$ cat src/rtl/set_assoc_lru_cache_sim_core_assert.svh
// Assertion macros for the cache model RTL, used by the back end.
`ifndef SET_ASSOC_LRU_CACHE_SIM_CORE_ASSERT_SVH
`define SET_ASSOC_LRU_CACHE_SIM_CORE_ASSERT_SVH
`ifndef SYNTHESIS
`define SALC_ASSERT_IMP(lbl, ante, cons) \
	lbl: assert property (@(posedge clk) disable iff (!arst_n) (ante) |-> (cons)) \
		else $error("salc assertion failed");
`define SALC_ASSERT_NEXT(lbl, ante, cons) \
	lbl: assert property (@(posedge clk) disable iff (!arst_n) (ante) |=> (cons)) \
		else $error("salc assertion failed");
`else
`define SALC_ASSERT_IMP(lbl, ante, cons)
`define SALC_ASSERT_NEXT(lbl, ante, cons)
`endif
`endif

$ cat src/rtl/salc_pkg.sv
// Types, constants and helpers of the set-associative LRU cache model.
package salc_pkg;

	localparam int MAX_SET_BITS = 8;
	localparam int MAX_WAYS = 8;
	localparam int ADDR_WIDTH = 32;

	localparam int NUM_SETS = 1 << MAX_SET_BITS;
	localparam int SET_W = (MAX_SET_BITS > 0) ? MAX_SET_BITS : 1;
	localparam int WAY_W = (MAX_WAYS > 1) ? $clog2(MAX_WAYS) : 1;
	localparam int RANK_W = WAY_W;
	localparam int NW_W = $clog2(MAX_WAYS + 1);
	localparam int TAG_W = ADDR_WIDTH;
	localparam int SHAMT_W = 6;
	localparam int CNT_W = 32;

	localparam int SETB_W = 4;
	localparam int BLKB_W = 5;
	localparam int WAYS_W = 4;
	localparam int CFG_IDX_W = 2;
	localparam int CFG_DATA_W = 5;

	localparam int KIND_W = 2;
	localparam int HITS_W = 2;

	localparam int LINK_DEPTH = 2;
	localparam int LPTR_W = $clog2(LINK_DEPTH);
	localparam int LCNT_W = $clog2(LINK_DEPTH + 1);
	localparam int OUT_DEPTH = 2;
	localparam int OPTR_W = $clog2(OUT_DEPTH);
	localparam int OCNT_W = $clog2(OUT_DEPTH + 1);

	localparam logic [CFG_IDX_W-1:0] REG_SET_BITS = 2'd0;
	localparam logic [CFG_IDX_W-1:0] REG_BLOCK_BITS = 2'd1;
	localparam logic [CFG_IDX_W-1:0] REG_WAYS = 2'd2;

	localparam logic [KIND_W-1:0] KIND_LOAD = 2'd0;
	localparam logic [KIND_W-1:0] KIND_STORE = 2'd1;
	localparam logic [KIND_W-1:0] KIND_MODIFY = 2'd2;
	localparam logic [KIND_W-1:0] KIND_NOP = 2'd3;

	typedef struct packed {
		logic [SETB_W-1:0] set_bits;
		logic [BLKB_W-1:0] block_bits;
		logic [WAYS_W-1:0] ways;
	} cfg_t;

	typedef struct packed {
		logic [KIND_W-1:0] kind;
		logic [SET_W-1:0]  set_idx;
		logic [TAG_W-1:0]  tag;
	} req_t;

	typedef struct packed {
		logic [HITS_W-1:0] hits_now;
		logic              missed;
		logic              evicted;
		logic [CNT_W-1:0]  total_hits;
		logic [CNT_W-1:0]  total_misses;
		logic [CNT_W-1:0]  total_evictions;
	} rsp_t;

	typedef struct packed {
		logic [MAX_WAYS-1:0]             valid;
		logic [MAX_WAYS-1:0][RANK_W-1:0] rank;
		logic [MAX_WAYS-1:0][TAG_W-1:0]  tag;
	} row_t;

	typedef struct packed {
		logic full;
		logic empty;
	} q_stat_t;

	function automatic logic [CNT_W-1:0] sat_add(input logic [CNT_W-1:0] v,
		input logic [HITS_W-1:0] inc);
		logic [CNT_W:0] sum;
		sum = {1'b0, v} + (CNT_W+1)'(inc);
		return sum[CNT_W] ? {CNT_W{1'b1}} : sum[CNT_W-1:0];
	endfunction

endpackage

$ cat src/rtl/salc_front.sv
// Request front end: takes accesses and splits the address into set index and tag.
module salc_front (
	input  logic                          push,
	output logic                          full,
	input  logic [salc_pkg::KIND_W-1:0]   kind,
	input  logic [salc_pkg::ADDR_WIDTH-1:0] address,
	input  salc_pkg::cfg_t                cfg,
	input  salc_pkg::q_stat_t             link_stat,
	output logic                          link_push,
	output salc_pkg::req_t                link_req
);

	logic [salc_pkg::SETB_W-1:0]     s_eff;
	logic [salc_pkg::SET_W-1:0]      shifted;
	logic [salc_pkg::SET_W-1:0]      mask_w;
	logic [salc_pkg::SHAMT_W-1:0]    tag_sh;

	always_comb begin
		if (int'(cfg.set_bits) > salc_pkg::MAX_SET_BITS) begin
			s_eff = salc_pkg::SETB_W'(salc_pkg::MAX_SET_BITS);
		end else begin
			s_eff = cfg.set_bits;
		end
		shifted = salc_pkg::SET_W'(address >> cfg.block_bits);
		mask_w = ~({salc_pkg::SET_W{1'b1}} << s_eff);
		tag_sh = salc_pkg::SHAMT_W'(s_eff) + salc_pkg::SHAMT_W'(cfg.block_bits);
		link_req.kind = kind;
		link_req.set_idx = shifted & mask_w;
		link_req.tag = salc_pkg::TAG_W'(address >> tag_sh);
	end

	assign full = link_stat.full;
	assign link_push = push && !link_stat.full;

endmodule

$ cat config.mk
export PLATFORM = sky130hd
export DESIGN_NAME = salc_front
export DESIGN_NICKNAME = d
export VERILOG_FILES = /design/src/rtl/set_assoc_lru_cache_sim_core_assert.svh /design/src/rtl/salc_pkg.sv /design/src/rtl/salc_front.sv
export SDC_FILE = /design/constraint.sdc
export NUM_CORES = 1
export LEC_CHECK = 0
export BUFFER_PORTS_ARGS = -buffer_cell sky130_fd_sc_hd__buf_2
export CORE_MARGIN = 4
export CORE_UTILIZATION = 55
export DETAILED_ROUTE_END_ITERATION = 8
export GPL_TIMING_DRIVEN = 0
export PLACE_DENSITY = 0.93
export SLEW_MARGIN = 40
export SYNTH_ARGS = -nofsm -noshare
export SYNTH_HDL_FRONTEND = slang
export SYNTH_SLANG_ARGS = --single-unit
$ cat constraint.sdc
create_clock -name vclk -period 5
set_input_delay 0.5 -clock vclk [all_inputs]
set_output_delay 0.5 -clock vclk [all_outputs]
set_load 0.1 [all_outputs]
# --- Yosys cells after proc, flatten, opt, wreduce, memory -nomap -nowiden ---
# Cells that the tools add are included.
totals:
  regBits: 0
  out_inout_bits: 44
  elab_cells: 10
op_classes:
  add_sub_neg: 1
  n_lt_le_gt_ge: 1
  n_shift: 3
  mux: 1
  bitwise_logic: 2
  n_reduce_logical: 2
ops:
  columns: ["operator", "n"]
  rows:
  - ["$shr A32 B5 Y8", 1]
  - ["$shr A32 B6 Y32", 1]
  - ["$and A8 B8 Y8", 1]
  - ["$not A8 Y8", 1]
  - ["$shl A8 B4 Y8 const A", 1]
  - ["$add A4 B5 Y6", 1]
  - ["$gt A4 B4 Y1 const B", 1]
  - ["$mux W4", 1]
  - ["$logic_and A1 B1 Y1", 1]
  - ["$logic_not A1 Y1", 1]

# --- Depth between registers and ports, before layout ---
depth:
  depth_word: 5
  mapped_depth: 12
  mapped_depth_nobuf: 10

# --- Worst setup path before layout ---
# No wires, ideal clock.
synth_timing:
  path_type: "input to output"
  startpoint: "in cfg[9] in the netlist's numbering"
  endpoint: "out link_req[29] in the netlist's numbering"
  arrival_ns: 5.175
  t_required_ns: 4.500
  setup_slack_ns: -0.675
  path_stages: 10
  cell_sequence: "nor2b_4 ha_1 inv_1 fa_1 nor2b_1 o21a_1 and3_1 o21a_1 nand2_1 nor4_1"
synth_lines:
  columns: ["item", "line", "text"]
  rows:
  - ["start, declared", "salc_front.sv:7", "input salc_pkg::cfg_t cfg,"]
  - ["end, declared", "salc_front.sv:10", "output salc_pkg::req_t link_req"]

==> metrics <==
min Tclk post-route=4.79 ns; startpoint type of the worst setup path=input port; number of global-route vias before repair=3508; routed vias=3894; hpwl dp=9960 µm; Max-Slew Margin vs Limit=48.4%; Pwr Density=287 nW/µm²; Synth Net Count=415; setup tns final=0 ns; CORE AREA=5640 µm²; number of routed nets with antenna violations=0; register cell area after layout=0 µm²; syn avg cell area=9.13 µm²; Synth Cell Area=3290 µm²; fraction of layout cells with a size suffix above 1=38.3%; worst hold path type=in -> out; final setup fails=0; total track usage=33.3%; post-cts sizing count=0; Fmax=209 MHz; commonest non-fill, non-tap cell in the layout=buf_2; RSZ-0062 raised after global routing=no; DRT Pass-1 Iters=6; Final Hold Viols=0; clock buf count=0; Initial Util=58.3%; WL final=12500 µm; largest net degree at the start of global routing=11; outcome=completed; register area share after synthesis=0%; Netlist cell types=57; Max Cap Violations=0; antenna violations before repair=0; Vias/cell=7.52; diode count=0; VDD IR max=0.338 mV; Die Y=85.3 µm; RePlAce Congestion=1.00; # Post-CTS Setup Buffers=0; worst path required time=4.50 ns; worst setup path class=in -> out; drt drc=0; Synth Instances=360; LEAKAGE=1.66 nW; Final period util=95.7%; grt ovf=0; endpoint class of the critical path=primary output; Die W=85.3 µm; FP Rows=27; Slew Limit Fails=0; first-pass GRT wire length=19400 µm; # hold bufs at CTS=0; Die Area=7280 µm²; final core utilization=68.4%; most frequent cells in the layout=buf_2 (95), mux4_2 (51), nand2_1 (36), mux2i_1 (36), nor2_1 (29); I/O pin cnt=94; Hold WS=1.38 ns; WL/cell=24.1 µm; hold depth=2; Arr. time, crit path=4.29 ns; Yosys warning total=0; final sequential cell count=0; initial DRC count=544; final net count=503; Worst-Margin Slew=0.768 ns; Layout area overhead=17.4%; I/O Buffers=86; CP max FO=10
## logic make-up after synthesis
| kind of cell | Yosys count | synth area share (%) |
|---|---|---|
| AO/OA/AOI/OAI | 90 | 18.8 |
| XOR/XNOR | 5 | 1.90 |
| adder cells (fa/ha/maj) | 5 | 2.13 |
| buffers and inverters | 45 | 6.28 |
| multiplexers | 102 | 54.7 |
| AND/OR/NAND/NOR | 113 | 16.1 |
## cell type report
type	instances	area (µm²)
Tap cell	72	90.1
Buffer	34	165
Multi-Input combinational cell	315	3130
Inverter	11	41.3
Timing Repair Buffer	86	430
Fill cell	475	1780
## report_power, final
group	switching, mW	leakage (nW)	internal (mW)
logic	0.798	1.66	0.308
clock network	0	0	0
registers	0	0	0
## critical path, cell delays in order
cell and delay [ns]:
buf_2 0.14, buf_2 0.29, inv_1 0.13, fa_1 0.54, buf_2 0.22, inv_1 0.19
clkbuf_1 0.43, clkbuf_1 0.55, nor3_1 0.18, a2111oi_0 0.64, o32ai_2 0.15, buf_2 0.32
## through the flow
| stage | worst slack (ns) | instance area (µm²) | std cells | total power [mW] |
|---|---|---|---|---|
| CTS | 0.277 | 3850 | 518 | 1.08 |
| floorplan | 0.170 | 3330 | 360 | 0.868 |
| global route | 0.0952 | 3860 | 518 | 1.15 |
| finish | 0.214 | 3860 | 518 | 1.11 |
| global placement | 0.249 | 3850 | 518 | 1.08 |
| detailed placement | 0.281 | 3850 | 518 | 1.08 |
## cells in the mapped netlist, drive strengths merged, types with 8 or more instances
master / count / share of area [%]
a211oi: 8 / 1.8
a21oi: 23 / 3.5
and3: 8 / 1.5
buf: 15 / 2.9
clkbuf: 19 / 2.2
inv: 11 / 1.3
mux2i: 36 / 11
mux4: 59 / 41
nand2: 37 / 4.3
nand3: 11 / 1.7
nor2: 29 / 3.3
nor3: 8 / 1.2
o21ai: 13 / 2.0
## per-layer routing
metal / up-vias / global-route usage [%] / wire (µm) / share of wire, %
li1: 1643 / - / - / -
met1: 1877 / 48.8 / 4700 / 38
met2: 343 / 51.8 / 5700 / 46
met3: 31 / 7.67 / 1850 / 15
met4: 0 / 4.03 / 217 / 1.7
met5: - / 0 / 0 / 0
## final timing paths
| check | from | to | slack (ns) |
|---|---|---|---|
| worst min-delay path | kind[0] | link_req[40] | 1.38 |
| worst max-delay path | cfg[5] | link_req[4] | 0.21 |
Note: power is estimated with default switching activity, not from simulation.
