--- src/rtl/set_assoc_lru_cache_sim_core_assert.svh ---
// Assertion macros for the cache model RTL, used by the back end.
`ifndef SET_ASSOC_LRU_CACHE_SIM_CORE_ASSERT_SVH
`define SET_ASSOC_LRU_CACHE_SIM_CORE_ASSERT_SVH
`ifndef SYNTHESIS
`define SALC_ASSERT_IMP(lbl, ante, cons) \
	lbl: assert property (@(posedge clk) disable iff (!arst_n) (ante) |-> (cons)) \
		else $error("salc assertion failed");
`define SALC_ASSERT_NEXT(lbl, ante, cons) \
	lbl: assert property (@(posedge clk) disable iff (!arst_n) (ante) |=> (cons)) \
		else $error("salc assertion failed");
`else
`define SALC_ASSERT_IMP(lbl, ante, cons)
`define SALC_ASSERT_NEXT(lbl, ante, cons)
`endif
`endif

--- src/rtl/salc_pkg.sv ---
// Types, constants and helpers of the set-associative LRU cache model.
package salc_pkg;

	localparam int MAX_SET_BITS = 8;
	localparam int MAX_WAYS = 8;
	localparam int ADDR_WIDTH = 32;

	localparam int NUM_SETS = 1 << MAX_SET_BITS;
	localparam int SET_W = (MAX_SET_BITS > 0) ? MAX_SET_BITS : 1;
	localparam int WAY_W = (MAX_WAYS > 1) ? $clog2(MAX_WAYS) : 1;
	localparam int RANK_W = WAY_W;
	localparam int NW_W = $clog2(MAX_WAYS + 1);
	localparam int TAG_W = ADDR_WIDTH;
	localparam int SHAMT_W = 6;
	localparam int CNT_W = 32;

	localparam int SETB_W = 4;
	localparam int BLKB_W = 5;
	localparam int WAYS_W = 4;
	localparam int CFG_IDX_W = 2;
	localparam int CFG_DATA_W = 5;

	localparam int KIND_W = 2;
	localparam int HITS_W = 2;

	localparam int LINK_DEPTH = 2;
	localparam int LPTR_W = $clog2(LINK_DEPTH);
	localparam int LCNT_W = $clog2(LINK_DEPTH + 1);
	localparam int OUT_DEPTH = 2;
	localparam int OPTR_W = $clog2(OUT_DEPTH);
	localparam int OCNT_W = $clog2(OUT_DEPTH + 1);

	localparam logic [CFG_IDX_W-1:0] REG_SET_BITS = 2'd0;
	localparam logic [CFG_IDX_W-1:0] REG_BLOCK_BITS = 2'd1;
	localparam logic [CFG_IDX_W-1:0] REG_WAYS = 2'd2;

	localparam logic [KIND_W-1:0] KIND_LOAD = 2'd0;
	localparam logic [KIND_W-1:0] KIND_STORE = 2'd1;
	localparam logic [KIND_W-1:0] KIND_MODIFY = 2'd2;
	localparam logic [KIND_W-1:0] KIND_NOP = 2'd3;

	typedef struct packed {
		logic [SETB_W-1:0] set_bits;
		logic [BLKB_W-1:0] block_bits;
		logic [WAYS_W-1:0] ways;
	} cfg_t;

	typedef struct packed {
		logic [KIND_W-1:0] kind;
		logic [SET_W-1:0]  set_idx;
		logic [TAG_W-1:0]  tag;
	} req_t;

	typedef struct packed {
		logic [HITS_W-1:0] hits_now;
		logic              missed;
		logic              evicted;
		logic [CNT_W-1:0]  total_hits;
		logic [CNT_W-1:0]  total_misses;
		logic [CNT_W-1:0]  total_evictions;
	} rsp_t;

	typedef struct packed {
		logic [MAX_WAYS-1:0]             valid;
		logic [MAX_WAYS-1:0][RANK_W-1:0] rank;
		logic [MAX_WAYS-1:0][TAG_W-1:0]  tag;
	} row_t;

	typedef struct packed {
		logic full;
		logic empty;
	} q_stat_t;

	function automatic logic [CNT_W-1:0] sat_add(input logic [CNT_W-1:0] v,
		input logic [HITS_W-1:0] inc);
		logic [CNT_W:0] sum;
		sum = {1'b0, v} + (CNT_W+1)'(inc);
		return sum[CNT_W] ? {CNT_W{1'b1}} : sum[CNT_W-1:0];
	endfunction

endpackage

--- src/rtl/salc_link_q.sv ---
// Short request queue between the classifying front and the cache back end.
module salc_link_q (
	input  logic              clk,
	input  logic              arst_n,
	input  logic              push,
	input  salc_pkg::req_t    wr_req,
	input  logic              pop,
	output salc_pkg::req_t    rd_req,
	output salc_pkg::q_stat_t stat
);

	salc_pkg::req_t buf_q [salc_pkg::LINK_DEPTH];
	logic [salc_pkg::LPTR_W-1:0] wr_ptr_q;
	logic [salc_pkg::LPTR_W-1:0] rd_ptr_q;
	logic [salc_pkg::LCNT_W-1:0] cnt_q;

	function automatic logic [salc_pkg::LPTR_W-1:0] nxt(input logic [salc_pkg::LPTR_W-1:0] p);
		return (p == salc_pkg::LPTR_W'(salc_pkg::LINK_DEPTH - 1)) ? '0 : p + 1'b1;
	endfunction

	assign stat.full = (cnt_q == salc_pkg::LCNT_W'(salc_pkg::LINK_DEPTH));
	assign stat.empty = (cnt_q == '0);
	assign rd_req = buf_q[rd_ptr_q];

	always_ff @(posedge clk) begin
		if (push) begin
			buf_q[wr_ptr_q] <= wr_req;
		end
	end

	always_ff @(posedge clk or negedge arst_n) begin
		if (!arst_n) begin
			wr_ptr_q <= '0;
			rd_ptr_q <= '0;
			cnt_q <= '0;
		end else begin
			if (push) begin
				wr_ptr_q <= nxt(wr_ptr_q);
			end
			if (pop) begin
				rd_ptr_q <= nxt(rd_ptr_q);
			end
			if (push && !pop) begin
				cnt_q <= cnt_q + 1'b1;
			end else if (pop && !push) begin
				cnt_q <= cnt_q - 1'b1;
			end
		end
	end

endmodule

--- config.mk ---
export PLATFORM = sky130hd
export DESIGN_NAME = salc_link_q
export DESIGN_NICKNAME = d
export VERILOG_FILES = /design/src/rtl/set_assoc_lru_cache_sim_core_assert.svh /design/src/rtl/salc_pkg.sv /design/src/rtl/salc_link_q.sv
export SDC_FILE = /design/constraint.sdc
export NUM_CORES = 1
export LEC_CHECK = 0
export BUFFER_PORTS_ARGS = -buffer_cell sky130_fd_sc_hd__buf_2
export CAP_MARGIN = 20
export CORE_MARGIN = 2
export CORE_UTILIZATION = 47
export DETAILED_ROUTE_END_ITERATION = 7
export GPL_TIMING_DRIVEN = 0
export PLACE_DENSITY = 0.75
export REMOVE_ABC_BUFFERS = 1
export SETUP_SLACK_MARGIN = 0.1
export SYNTH_ARGS = -nofsm -noshare
export SYNTH_HDL_FRONTEND = slang
export SYNTH_SLANG_ARGS = --single-unit
--- constraint.sdc ---
create_clock -name clk -period 2.6 [get_ports clk]
set_input_delay 0.39 -clock clk [delete_from_list [all_inputs] [get_ports clk]]
set_output_delay 0.39 -clock clk [all_outputs]
set_load 0.01 [all_outputs]
### After elaboration in Yosys (flattened, before gate mapping)

Memory sizes are Yosys's and may differ from the RTL's.
Index checks and enable logic that the tools add are counted.

* register bits after elaboration: 4
* memory bits (writable): 84
* output and inout port bits: 44
* word-level logic and storage cells: 21
* memories kept: 1

Memories
* buf_q: words 2, bits a word 42, rd ports 1, clocked after Yosys merged registers in 0, write ports 1, line salc_link_q.sv:12 `salc_pkg::req_t buf_q [salc_pkg::LINK_DEPTH];`

* add/sub/neg operators: 4
* equal/unequal tests: 1
* mux-type cells: 6
* reduce and logical (&&, ||, !) cells: 6

Operator list (number)
* $mux 1: 4
* $mux 2: 2
* $add 1x1->1 const B: 2
* $add 2x1->2 const B: 1
* $eq 2x2->1 const B: 1
* $logic_and 1x1->1: 2
* $logic_not 1->1: 2
* $logic_not 2->1: 1
* $reduce_bool 2->1: 1
* $sub 2x1->2 const B: 1

### Depth between registers and ports, before layout

Gate-level depths: netlist (run 1).

* depth in word-level cells: 4
* mapped depth: 5
* depth with buffers taken out: 5

### Worst setup path after synthesis (run 1)

No wires, ideal clock.

* kind: reg2reg
* start point: register wr_ptr_q
* end point: memory buf_q[0][0] (netlist bit), enable pin
* setup time: 0.446 ns
* data arrival time: 2.281 ns
* slack: -0.127 ns
* stages on the path, launching flop included: 2
* buffers on the path: 0
* clock period less this slack: 2.727 ns
* cell sequence: dfrtp_1 nor2b_1

RTL lines
* start, declared: line salc_link_q.sv:13 `logic [salc_pkg::LPTR_W-1:0] wr_ptr_q;`
* start signal, assigned: line salc_link_q.sv:38 `wr_ptr_q <= nxt(wr_ptr_q);`
* end, declared: line salc_link_q.sv:12

No word-level cell before the write port.

==> results of run 1 <==
-- sequential cells by signal (all words and copies together) (netlist names) --
name,flops
cnt_q,2
rd_ptr_q,1
buf_q,84
wr_ptr_q,1
-- kinds of logic after synthesis --
family	count (synthesis)
adder cells (fa/ha/maj)	1
AND/OR/NAND/NOR	5
flip-flops	88
buffers and inverters	6
multiplexers	42
XOR/XNOR	5
-- report_power, final --
group,switching [W],internal (W),leakage (nW)
sequential,0.000161,0.00188,0.834
combinational,0.000628,0.000764,0.765
clock,0.000450,0.000445,0.0900
-- cell usage in the layout, fill, tap and decap left out --
master and instances:
and2_2 1, buf_12 3, buf_2 89, bufinv_16 1, clkbuf_1 2, clkbuf_8 9, clkinv_4 1, clkinvlp_4 1
dfrtp_1 3, dfrtp_2 1, dlygate4sd3_1 1, edfxtp_1 84, ha_1 1, inv_1 1, inv_6 1, mux2_2 3
mux2_4 39, nor2_1 2, nor2b_1 1, nor2b_4 1, xnor2_1 1, xor2_1 4
-- worst min-delay path by stage --
stage,startpoint,end,slack (ps)
2_1_floorplan,arst_n,cnt_q[0],90
3_3_place_gp,arst_n,cnt_q[0],200
5_1_grt,wr_req[30],buf_q[1][30],210
3_5_place_dp,arst_n,wr_ptr_q,200
6_report,wr_req[19],buf_q[1][19],230
4_1_cts,wr_req[19],buf_q[1][19],210
-- cell type report --
cell class	instances	area, um2
Fill cell	582	2970
Sequential cell	88	2620
Multi-Input combinational cell	53	711
Timing Repair Buffer	93	515
Clock buffer	11	131
Tap cell	99	124
Clock inverter	4	55.1
Inverter	1	3.75
-- cells in the mapped netlist --
cell type / count
dfrtp_1: 4
xor2_1: 4
mux2_4: 39
buf_12: 4
edfxtp_1: 84
nor2b_1: 2
ha_1: 1
mux2_2: 3
nor2_1: 2
and2_1: 1
xnor2_1: 1
buf_6: 1
inv_1: 1
-- through the flow --
stage                util  TNS [ps]
floorplan               -     -5350
global placement    0.546    -73960
detailed placement  0.556         0
CTS                 0.583         0
global route        0.583         0
finish              0.583         0
-- worst reg2reg max path: stages, from the launching register on --
cell	delay, ps
dfrtp_1	420
nor2b_4	450
buf_12	280
-- routing by layer --
| metal | part of all wire | global-route usage | wire length (um) |
|---|---|---|---|
| met5 | 0 | 0 | 0 |
| met4 | 0.026 | 0.0787 | 141 |
| met3 | 0.052 | 0.0286 | 281 |
| met2 | 0.51 | 0.228 | 2730 |
| met1 | 0.41 | 0.149 | 2240 |
-- repair_timing --
item,CTS,global route
hold buffers,1,0
hold endpoints to repair,4,0
buffers inserted,0,0
gates resized for setup,0,0
endpoints found under the setup margin,0,0
==> results.sh, run 1 <==
export IMPL_status="complete, no violations"
export IMPL_n_antenna_cell=0
export IMPL_ys_types=13
export IMPL_hpwl_um=3590
export IMPL_routabilityCongestion=0.655
export IMPL_setup_slack_ps=295
export IMPL_yosysTopAreaCellShare=0.738
export IMPL_cp_max_fo=26
export IMPL_crit_chain="buf_12 -> mux2_2 -> buf_2"
export IMPL_cpPeakStageDelay_ps=750
export IMPL_powerDensity_mw_per_mm2=1040
export IMPL_synthXorXnorAreaFrac=0.0128
export IMPL_clock_sinks=88
export IMPL_crit_path_start="rd_ptr_q"
export IMPL_core_area_mm2=0.00714
export IMPL_maxCapViolCount=0
export IMPL_cts_path_max_buffers=2
export IMPL_drc=0
export IMPL_h_tree_depth=3
export IMPL_grt_max_degree=29
export IMPL_fin_skew_ps=7.47
export IMPL_endpoint="rd_req[22]"
export IMPL_synth_compound_area_share=0
export IMPL_worst_pin_slew_ps=585
export IMPL_period_minus_slack_ps=2300
export IMPL_p_total_w=0.00433
export IMPL_synthTopCellsByArea="edfxtp_1, mux2_4, dfrtp_1"
export IMPL_report_final_slew_viol_count=0
export IMPL_cp_buffers_inverters=2
export IMPL_reg2reg_to="buf_q[0][24]"
export IMPL_cp_required_ps=2210
export IMPL_hold_viol=0
export IMPL_fp_dieW_um=89.3
export IMPL_area_growth_pct=21.8
export IMPL_crit_path_start_kind="flip-flop"
export IMPL_cts_tree="done"
export IMPL_cpLargestDelayFamily="flip-flops"
export IMPL_synthAdderAreaFrac=0.00366
export IMPL_reg2reg_depth=2
export IMPL_ys_ff_latch=88
export IMPL_setup_viol_count_final=0
export IMPL_cts_made_buffers=9
export IMPL_portBuffers=89
export IMPL_fp_row_count=31
export IMPL_power_leakage_nw=1.69
export IMPL_postRouteAntennaNets=0
export IMPL_end_kind="output port"
export IMPL_via_per_inst=4.64
export IMPL_place_area_mm2=0.00397
export IMPL_grt_pass1_vias=1557
export IMPL_yosys_area_share_simple=0.00768
export IMPL_reg2reg_slack_ps=1140
export IMPL_final_area_mm2=0.00416
export IMPL_die_area_mm2=0.00797
export IMPL_grt_use_total=0.132
export IMPL_wl_per_cell_um=15.4
export IMPL_drive_above_1_share=0.600
export IMPL_cp_num_cells=3
export IMPL_holdPathStages=1
export IMPL_muxShareOfSynthArea=0.181
export IMPL_grt_overflow=0
export IMPL_grt_pass1_wl_um=7470
export IMPL_fin_hold_ws_ps=232
export IMPL_timing_rr_start="wr_ptr_q"
export IMPL_yosys_warnings=0
export IMPL_nets=293
export IMPL_hold_path_class="in -> reg"
export IMPL_yosysSeqAreaShare=0.767
export IMPL_synth_cells=147
export IMPL_vdd_ir_drop_max_mv=0.593
export IMPL_pin_count=90
export IMPL_start_util=0.479
export IMPL_finalCritPeriodShare=0.886
export IMPL_pre_cts_ws_ps=613
export IMPL_max_freq_mhz=434
export IMPL_path_class="reg -> out"
export IMPL_avgSynthCellArea_um2=23.3
export IMPL_clk_latency_ps=340
export IMPL_synth_area_mm2=0.00342
export IMPL_root_buffer="clkbuf_8"
export IMPL_wl_um=5390
export IMPL_arrival_ps=1910
export IMPL_clk_pin_slew_ps=90
export IMPL_max_slew_margin=0.610
export IMPL_crit_path_top_delay_cell="dfrtp_2"
export IMPL_yosysTopAreaCell="edfxtp_1"
export IMPL_dr_first_iter_drc_count=52
export IMPL_rsz0062_at_grt="no"
export IMPL_die_y_um=89.3
export IMPL_antenna_found_initial=0
export IMPL_synth_top_family_by_area="multiplexers"
export IMPL_vias=1620
export IMPL_dr_pass1_iters=4
export IMPL_final_cells=349
export IMPL_place_inst=333
Power figures use the tool's default switching activity.
==> run 2: changes to the inputs <==
GPL_TIMING_DRIVEN = default   (was 0)
==> run 2 against run 1 <==
Against the previous run: combinational power grew 3%; final area is 0.78% lower; largest cell class unchanged; routed wire length rose by 0.85%; utilization fell by 0.46 points; fmax is 18% higher; total power fell by 2.5%; first-iteration DRC count increased by 83%; die area is the same; non-clock buffer count grew 1; via count grew 0.49%; critical path type unchanged.
==> results.sh, run 2 (synthesis gave the netlist of run 1 again) <==
export IMPL_dr_first_iter_drc_count=95
export IMPL_met1Wirelength_um=2260
export IMPL_die_y_um=89.3
export IMPL_path_class="reg -> out"
export IMPL_place_inst=334
export IMPL_via_per_inst=4.64
export IMPL_seq_power_share=0.468
export IMPL_report_final_slew_viol_count=0
export IMPL_switching_power_w=0.00125
export IMPL_vias=1628
export IMPL_pin_count=90
export IMPL_die_area_mm2=0.00797
export IMPL_postRouteAntennaNets=0
export IMPL_power_internal_w=0.00298
export IMPL_top_layer="met4"
export IMPL_routabilityCongestion=0.741
export IMPL_cts_made_buffers=9
export IMPL_place_area_mm2=0.00395
export IMPL_grt_pass1_wl_um=7960
export IMPL_max_freq_mhz=510
export IMPL_clock_sinks=88
export IMPL_final_cells=351
export IMPL_maxCapViolCount=0
export IMPL_hpwl_um=3670
export IMPL_nets=294
export IMPL_wl_um=5440
export IMPL_period_minus_slack_ps=1960
export IMPL_antenna_found_initial=0
export IMPL_wl_per_cell_um=15.5
export IMPL_drive_above_1_share=0.607
export IMPL_pre_cts_ws_ps=919
export IMPL_largest_reg_flops=84
export IMPL_vdd_ir_drop_max_mv=0.581
export IMPL_n_antenna_cell=0
export IMPL_area_growth_pct=20.8
export IMPL_root_buffer="clkbuf_8"
export IMPL_portBuffers=89
export IMPL_combPwrFrac=0.339
export IMPL_nFillCells=598
export IMPL_clk_latency_ps=350
export IMPL_wl_met3_um=276
export IMPL_setup_viol_count_final=0
export IMPL_final_common_cell="buf_2"
export IMPL_grt_max_degree=44
export IMPL_cp_required_ps=2210
export IMPL_powerDensity_mw_per_mm2=1020
export IMPL_status="complete, no violations"
export IMPL_cts_path_max_buffers=2
export IMPL_grt_overflow=0
export IMPL_final_area_mm2=0.00413
export IMPL_fin_skew_ps=6.48
export IMPL_end_kind="output port"
export IMPL_dr_pass1_iters=4
export IMPL_cts_tree="done"
export IMPL_power_leakage_nw=1.68
export IMPL_max_slew_margin=0.626
export IMPL_hold_viol=0
export IMPL_start_util=0.479
export IMPL_worst_pin_slew_ps=561
export IMPL_clk_pin_slew_ps=90
export IMPL_fp_dieW_um=89.3
export IMPL_setup_tns_ps=0
export IMPL_h_tree_depth=3
export IMPL_finalCritPeriodShare=0.754
export IMPL_switching_share=0.295
export IMPL_rsz0062_at_grt="no"
export IMPL_clockPowerShare=0.193
export IMPL_drc=0
export IMPL_crit_path_start_kind="flip-flop"
export IMPL_wl_met2_um=2790
export IMPL_core_area_mm2=0.00714
export IMPL_setup_slack_ps=640
export IMPL_grt_pass1_vias=1623
export IMPL_arrival_ps=1570
export IMPL_cp_max_fo=43
export IMPL_layout_common_cells="buf_2, edfxtp_1, mux2_4, clkbuf_8, xor2_1"
export IMPL_grt_use_total=0.142
export IMPL_largestRegisters="buf_q: 84 flops, cnt_q: 2 flops"
export IMPL_fp_row_count=31
export IMPL_hold_path_class="in -> reg"
export IMPL_top_register="buf_q"
export IMPL_fin_hold_ws_ps=224
[run 2: cell type report]
type                    instances  area [um2]  area share
repair buffers                 94         498       0.121
flip-flops and latches         88        2620       0.635
inverters                       1        3.75    0.000909
clock inverters                 7        47.5      0.0115
multi-input cells              53         711       0.172
clock buffers                   9         124      0.0300
well taps                      99         124      0.0300
[run 2: critical path, cell delays in order (launching register included)]
cell and delay, ps:
dfrtp_2 380, buf_12 300, mux2_2 390, buf_2 140
[run 2: path summary, 6_finish.rpt]
path / from / end / slack [ps] / depth (start not counted)
worst max-delay path: rd_ptr_q / rd_req[22] / 640 / 3
worst max register to register: wr_ptr_q / buf_q[1][29] / 1060 / 2
max in group asynchronous: arst_n / rd_ptr_q / 2100 / 2
worst min-delay path: wr_req[10] / buf_q[1][10] / 220 / 1
min in group asynchronous: arst_n / cnt_q[0] / 370 / 2
worst min register to register: cnt_q[1] / cnt_q[1] / 490 / 1
[run 2: per-stage QoR]
| stage | total power, W | util |
|---|---|---|
| after global placement | 0.00344 | 0.553 |
| after floorplan | 0.00300 | - |
| after detailed placement | 0.00347 | 0.553 |
| after CTS | 0.00429 | 0.579 |
| after global routing | 0.00447 | 0.579 |
| final | 0.00422 | 0.579 |
[run 2: what timing repair did]
item | in CTS | in global routing
gates resized for setup | 0 | 0
hold buffers | 1 | 0
hold endpoints to repair | 4 | 0
buffers inserted | 0 | 0
[run 2: power by group through the flow]
stage	combinational, W	sequential, W	clock, W
2_1_floorplan	0.000876	0.00212	0
3_3_place_gp	0.00144	0.00200	0
3_5_place_dp	0.00146	0.00201	0
4_1_cts	0.00146	0.00198	0.000846
5_1_grt	0.00155	0.00200	0.000910
6_report	0.00143	0.00198	0.000813
[run 2: per-layer routing]
layer,up-vias,track usage
met4,0,0.0773
li1,770,-
met5,-,0
met1,791,0.170
met3,9,0.0379
met2,58,0.234
